### config.mk
export PLATFORM = sky130hd
export DESIGN_NAME = lls_inv
export DESIGN_NICKNAME = d
export VERILOG_FILES = /design/src/lls_pkg.sv /design/src/lls_inv.sv
export SDC_FILE = /design/constraint.sdc
export NUM_CORES = 2
export LEC_CHECK = 0
export ABC_AREA = 1
export BUFFER_PORTS_ARGS = -buffer_cell sky130_fd_sc_hd__buf_2
export CAP_MARGIN = 20
export CORE_MARGIN = 1.5
export CORE_UTILIZATION = 60
export CTS_CLUSTER_DIAMETER = 60
export DETAILED_ROUTE_END_ITERATION = 16
export PLACE_DENSITY_LB_ADDON = 0.05
export RECOVER_POWER = 25
export SLEW_MARGIN = 20
export SYNTH_ARGS = -nofsm -noshare
export SYNTH_HDL_FRONTEND = slang
export SYNTH_SLANG_ARGS = --single-unit
### constraint.sdc
create_clock -name i_clk -period 13.4 [get_ports i_clk]
set_clock_uncertainty 0.1 [all_clocks]
set_input_delay 2.01 -clock i_clk [delete_from_list [all_inputs] [get_ports i_clk]]
set_output_delay 2.01 -clock i_clk [all_outputs]
set_load 0.02 [all_outputs]
### src/lls_pkg.sv
// Shared constants and types of the log-linear size mapper.
package lls_pkg;

    localparam int unsigned SECTOR_SHIFT = 9;
    localparam int unsigned SCALE_FLOOR  = 8;
    localparam int unsigned OVF_OCTAVE   = 55;
    localparam int unsigned UNIT_W       = 55;
    localparam int unsigned FRAC_BITS    = 54;
    localparam int unsigned OCT_W        = 6;
    localparam int unsigned LIM_W        = 22;
    localparam int unsigned SCALE_W      = 16;
    localparam int unsigned EXP_STEPS    = 6;
    localparam int unsigned EXP_STAGES   = FRAC_BITS / EXP_STEPS;
    localparam int unsigned QUO_STAGES   = OCT_W / 2;
    localparam int unsigned PIPE_DEPTH   = 3 + QUO_STAGES + EXP_STAGES;

    localparam logic FUNC_TO_POS  = 1'b0;
    localparam logic FUNC_TO_SIZE = 1'b1;

    typedef struct packed {
        logic [SCALE_W-1:0] sc;
        logic [LIM_W-1:0]   lim;
    } t_cfg;

endpackage

### src/lls_inv.sv
// Inverse path: scale position to byte size, by pipelined restoring division.
module lls_inv (
    input  logic          i_clk,
    input  logic          i_en,
    input  lls_pkg::t_cfg i_cfg,
    input  logic [63:0]   i_value,
    output logic [63:0]   o_size,
    output logic          o_overflow
);

    localparam int unsigned QS = lls_pkg::QUO_STAGES;
    localparam int unsigned ES = lls_pkg::EXP_STAGES;

    logic                          r_ovf1;
    logic [lls_pkg::LIM_W-1:0]     r_rem1;

    logic                          r_qo [QS];
    logic [lls_pkg::LIM_W-1:0]     r_qr [QS];
    logic [lls_pkg::OCT_W-1:0]     r_qq [QS];

    logic                          r_eo [ES];
    logic [lls_pkg::SCALE_W:0]     r_er [ES];
    logic [lls_pkg::FRAC_BITS-1:0] r_eq [ES];
    logic [lls_pkg::OCT_W-1:0]     r_ep [ES];

    logic [lls_pkg::UNIT_W-1:0]    n_units;

    always_ff @(posedge i_clk) begin
        if (i_en) begin
            r_ovf1 <= i_value >= 64'(i_cfg.lim);
            r_rem1 <= i_value[lls_pkg::LIM_W-1:0];
        end
    end

    // Octave: two quotient bits per stage; if no overflow, value < 55 times the scale.
    for (genvar j = 0; j < QS; j++) begin : g_quo
        logic                      p_o;
        logic [lls_pkg::LIM_W-1:0] p_r;
        logic [lls_pkg::OCT_W-1:0] p_q;
        logic [lls_pkg::LIM_W-1:0] n_r;
        logic [lls_pkg::OCT_W-1:0] n_q;
        logic [lls_pkg::LIM_W-1:0] cmp;
        if (j == 0) begin : g_head
            assign p_o = r_ovf1;
            assign p_r = r_rem1;
            assign p_q = '0;
        end else begin : g_tail
            assign p_o = r_qo[j-1];
            assign p_r = r_qr[j-1];
            assign p_q = r_qq[j-1];
        end
        always_comb begin
            cmp = '0;
            n_r = p_r;
            n_q = p_q;
            for (int t = 0; t < 2; t++) begin
                cmp = lls_pkg::LIM_W'(i_cfg.sc) << (lls_pkg::OCT_W - 1 - 2 * j - t);
                if (n_r >= cmp) begin
                    n_r = n_r - cmp;
                    n_q[lls_pkg::OCT_W - 1 - 2 * j - t] = 1'b1;
                end
            end
        end
        always_ff @(posedge i_clk) begin
            if (i_en) begin
                r_qo[j] <= p_o;
                r_qr[j] <= n_r;
                r_qq[j] <= n_q;
            end
        end
    end

    // Step within the octave expanded to a 54-bit fraction, six bits per stage.
    for (genvar j = 0; j < ES; j++) begin : g_exp
        logic                          p_o;
        logic [lls_pkg::OCT_W-1:0]     p_p;
        logic [lls_pkg::SCALE_W:0]     p_r;
        logic [lls_pkg::FRAC_BITS-1:0] p_q;
        logic [lls_pkg::SCALE_W:0]     n_r;
        logic [lls_pkg::FRAC_BITS-1:0] n_q;
        if (j == 0) begin : g_head
            assign p_o = r_qo[QS-1];
            assign p_p = r_qq[QS-1];
            assign p_r = (lls_pkg::SCALE_W + 1)'(r_qr[QS-1][lls_pkg::SCALE_W-1:0]);
            assign p_q = '0;
        end else begin : g_tail
            assign p_o = r_eo[j-1];
            assign p_p = r_ep[j-1];
            assign p_r = r_er[j-1];
            assign p_q = r_eq[j-1];
        end
        always_comb begin
            n_r = p_r;
            n_q = p_q;
            for (int t = 0; t < lls_pkg::EXP_STEPS; t++) begin
                n_r = n_r << 1;
                n_q = n_q << 1;
                if (n_r >= (lls_pkg::SCALE_W + 1)'(i_cfg.sc)) begin
                    n_r    = n_r - (lls_pkg::SCALE_W + 1)'(i_cfg.sc);
                    n_q[0] = 1'b1;
                end
            end
        end
        always_ff @(posedge i_clk) begin
            if (i_en) begin
                r_eo[j] <= p_o;
                r_ep[j] <= p_p;
                r_er[j] <= n_r;
                r_eq[j] <= n_q;
            end
        end
    end

    assign n_units = (lls_pkg::UNIT_W'(1) << r_ep[ES-1])
                   + (lls_pkg::UNIT_W'(r_eq[ES-1])
                      >> (lls_pkg::OCT_W'(lls_pkg::FRAC_BITS) - r_ep[ES-1]));

    assign o_overflow = r_eo[ES-1];
    assign o_size     = r_eo[ES-1] ? '1 : {n_units, {lls_pkg::SECTOR_SHIFT{1'b0}}};

endmodule

==> flow_summary.toml <==
[min_path]
min_to = "r_eq[1][122]$_DFFE_PP_"
hold_start = "r_eq[1][62]$_DFFE_PP_"
hold_path.class = "register to register"
holdPathStages = 0

[logic_synthesis]
ys_async_sr_fraction_pct = 0
syn_avg_cell_area_sq_um = 6.90
synth.area.mux_share_pct = 0.368
synthSimpleGateAreaFrac_pct = 28.1
ys_ff_latch = 559
synth_xor_area_share_pct = 8.78
yosysUniqueCellTypes = 82
ys.flop_type = "edfxtp_1"
ys_top_cells_by_area = "edfxtp_1 (21%), nand2_1 (16%), ha_1 (16%)"
synthAdderAreaFrac_pct = 16.3
synth_top_family_by_area = "simple AND/OR/NAND/NOR gates"
synth_edf_count = 559
synth-seq-area-share_pct = 21.5
ys_warn_count = 0
yosys.area.top_type_share_pct = 21.5
syn_inst = 11336
synth_nets = 12452
yosys.area.top_type = "edfxtp_1"
synth_common_cells = "nand2_1 (3330), inv_1 (1039), ha_1 (996)"
synth_compound_area_share_pct = 17.9
synth_most_common_cell = "nand2_1"
syn_area_sq_um = 78200

[setup_path]
regToRegStartpoint = "r_er[0][119]$_SDFFCE_PN0P_"
cp_top_family = "simple AND/OR/NAND/NOR gates"
arrival_ps = 13380
critPathLaunchType = "input pin"
path_buf_inv = 15
r2r_slack_ps = 1600
reg2reg_depth = 71
critPathMostFrequentCell = "nand2_1"
cp_slowest_stage_delay_ps = 380
worstPathMaxFanout = 13
cp-end-kind = "register"
cp_slowest_cell = "ha_1"
worst-setup-path-type = "input pin to register"
worst-endpoint-required_ps = 13740
timing.rr.end = "r_eq[2][0]$_DFFE_PP_"

[floorplanning]
fp.coreArea_sq_um = 129000
boundaryPins = 169
initial_core_util_pct = 60.4
die_h_um = 364
row_count = 132
dieArea_sq_um = 133000
die_w_um = 364

[place]
hpwl_um = 216000
io_buffers = 168
place_inst = 14577
gp_congestion = 1.06
pre_cts_ws_ps = -1050

[route]
firstDrtPassIters = 9
ant_nets = 0
routed_wirelength_um = 278000
drc = 0
num_vias = 86978
dr.first_iter.drc_count = 8465
wire_per_inst_um = 18.7
via_per_inst = 5.86

[final_layout]
finalNonFillerCells = 14834
finalNetCount = 14143
fillers = 10061
final_core_util_pct = 76.1
layout-drive-gt1-share_pct = 20.9
syn2layout_area_growth_pct = 26.0

[sta]
fin_crit_sh_pct = 97.3
setup_violations = 0
tns_ps = 0
fin_ws_ps = 361
rsz0062_at_grt = "true"
drv_slew = 0
max_slew_margin_pct = 26.8
finalCriticalPeriod_ps = 13040
finalHoldViolCount = 0
tightest_slew_ps = 1090
fmaxAchievable_mhz = 76.7

[clocking]
numCtsBuffers = 79
cts_root_buffer = "clkbuf_16"
cts-hold-fix-buffers = 0
clkSlewWorstSetupHoldPaths_ps = 60
cts_tree = "built"
clk_path_buf_depth = 3
htreeDepth = 3
clock_latency_ps = 740
cts_sinks = 559

[global_route]
grt_pass1_wl_um = 423000
grt_max_degree = 140
antenna_found_initial = 5
grt_util_all_layers_pct = 39.9
grt_pass1_vias = 81132
overflow = 0

[outcome]
status = "finished, final reports clean"

[job]
drv_cap = 0
sequential cells by signal, indices dropped and copies added, names as in the netlist:
name and flops:
g_quo.p_r 22, r_qq 12, g_quo.p_o 1, r_qo 3, r_er 128, r_ep 54
r_eo 9, r_qr 60, r_eq 270
cell type report:
type / count / area [sq um] / area share [%]
timing repair buffer: 1845 / 14200 / 14.4
multi-input combinational: 9457 / 58400 / 59.3
clock buffer: 86 / 2000 / 2.03
sequential: 559 / 16800 / 17.0
tap: 1742 / 2180 / 2.21
antenna: 3 / 7.51 / 0.00762
timing repair inverter: 3 / 17.5 / 0.0178
clock inverter: 57 / 747 / 0.758
inverter: 1082 / 4250 / 4.31
placed cells by master, fill, tap and decap left out, types with 84 or more instances in the layout:
cell type and instances:
a21o_1 84, a21oi_1 858, buf_2 168, buf_4 1602
edfxtp_1 559, ha_1 891, ha_4 89, inv_1 1020
nand2_1 3305, nand3_1 592, nand4_1 102, nor2_1 642
nor3_1 92, o21ai_0 677, o21ai_1 276, o21ai_2 116
or2_2 87, xnor2_1 408, xor2_1 371
repair_timing:
action	in CTS	in global routing
setup endpoints to repair	38	137
buffers inserted	3	100
gates cloned	0	8
gates resized for setup	11	595
hold endpoints to repair	0	0
pin swaps	0	142
logic make-up after synthesis:
group / Yosys count
muxes: 28
and+or+nand+nor: 5159
adders and majority gates: 1012
xor gates and xnor gates: 784
DFF: 559
AOI/OAI and AO/OA: 2470
buffers and inverters: 1324
metal layers:
layer / global-route usage [%] / wire length (um) / vias to the layer above
met2: 65.1 / 125000 / 3868
li1: - / - / 42083
met4: 23.1 / 18400 / 8
met1: 50.5 / 111000 / 40006
met3: 5.47 / 23500 / 1013
met5: 0 / 54 / -
metrics by stage:
| stage | instance area, sq um | hold WS, ps |
|---|---|---|
| CTS | 95700 | 289 |
| global placement | 92900 | 300 |
| detailed placement | 92900 | 305 |
| finish | 98500 | 288 |
| global route | 98500 | 289 |
| floorplan | 78900 | 300 |
worst max path at each step:
| stage | to | depth (start not counted) | startpoint | slack [ps] |
|---|---|---|---|---|
| after global placement | r_er[0][47]$_DFFE_PP_ | 76 | i_cfg[34] | -680 |
| after detailed placement | r_er[0][114]$_DFFE_PP_ | 70 | i_cfg[37] | -1050 |
| after floorplan | r_er[0][111]$_DFFE_PP_ | 76 | i_cfg[24] | -110 |
| after global routing | r_er[0][107]$_DFFE_PP_ | 71 | i_cfg[36] | -330 |
| after CTS | r_er[0][47]$_DFFE_PP_ | 74 | i_cfg[34] | 5 |
| final | r_er[0][107]$_DFFE_PP_ | 74 | i_cfg[37] | 360 |
Power is left out: the tool's default activity adds up to more than one toggle a clock period on the data nets, which glitch-free logic cannot reach.
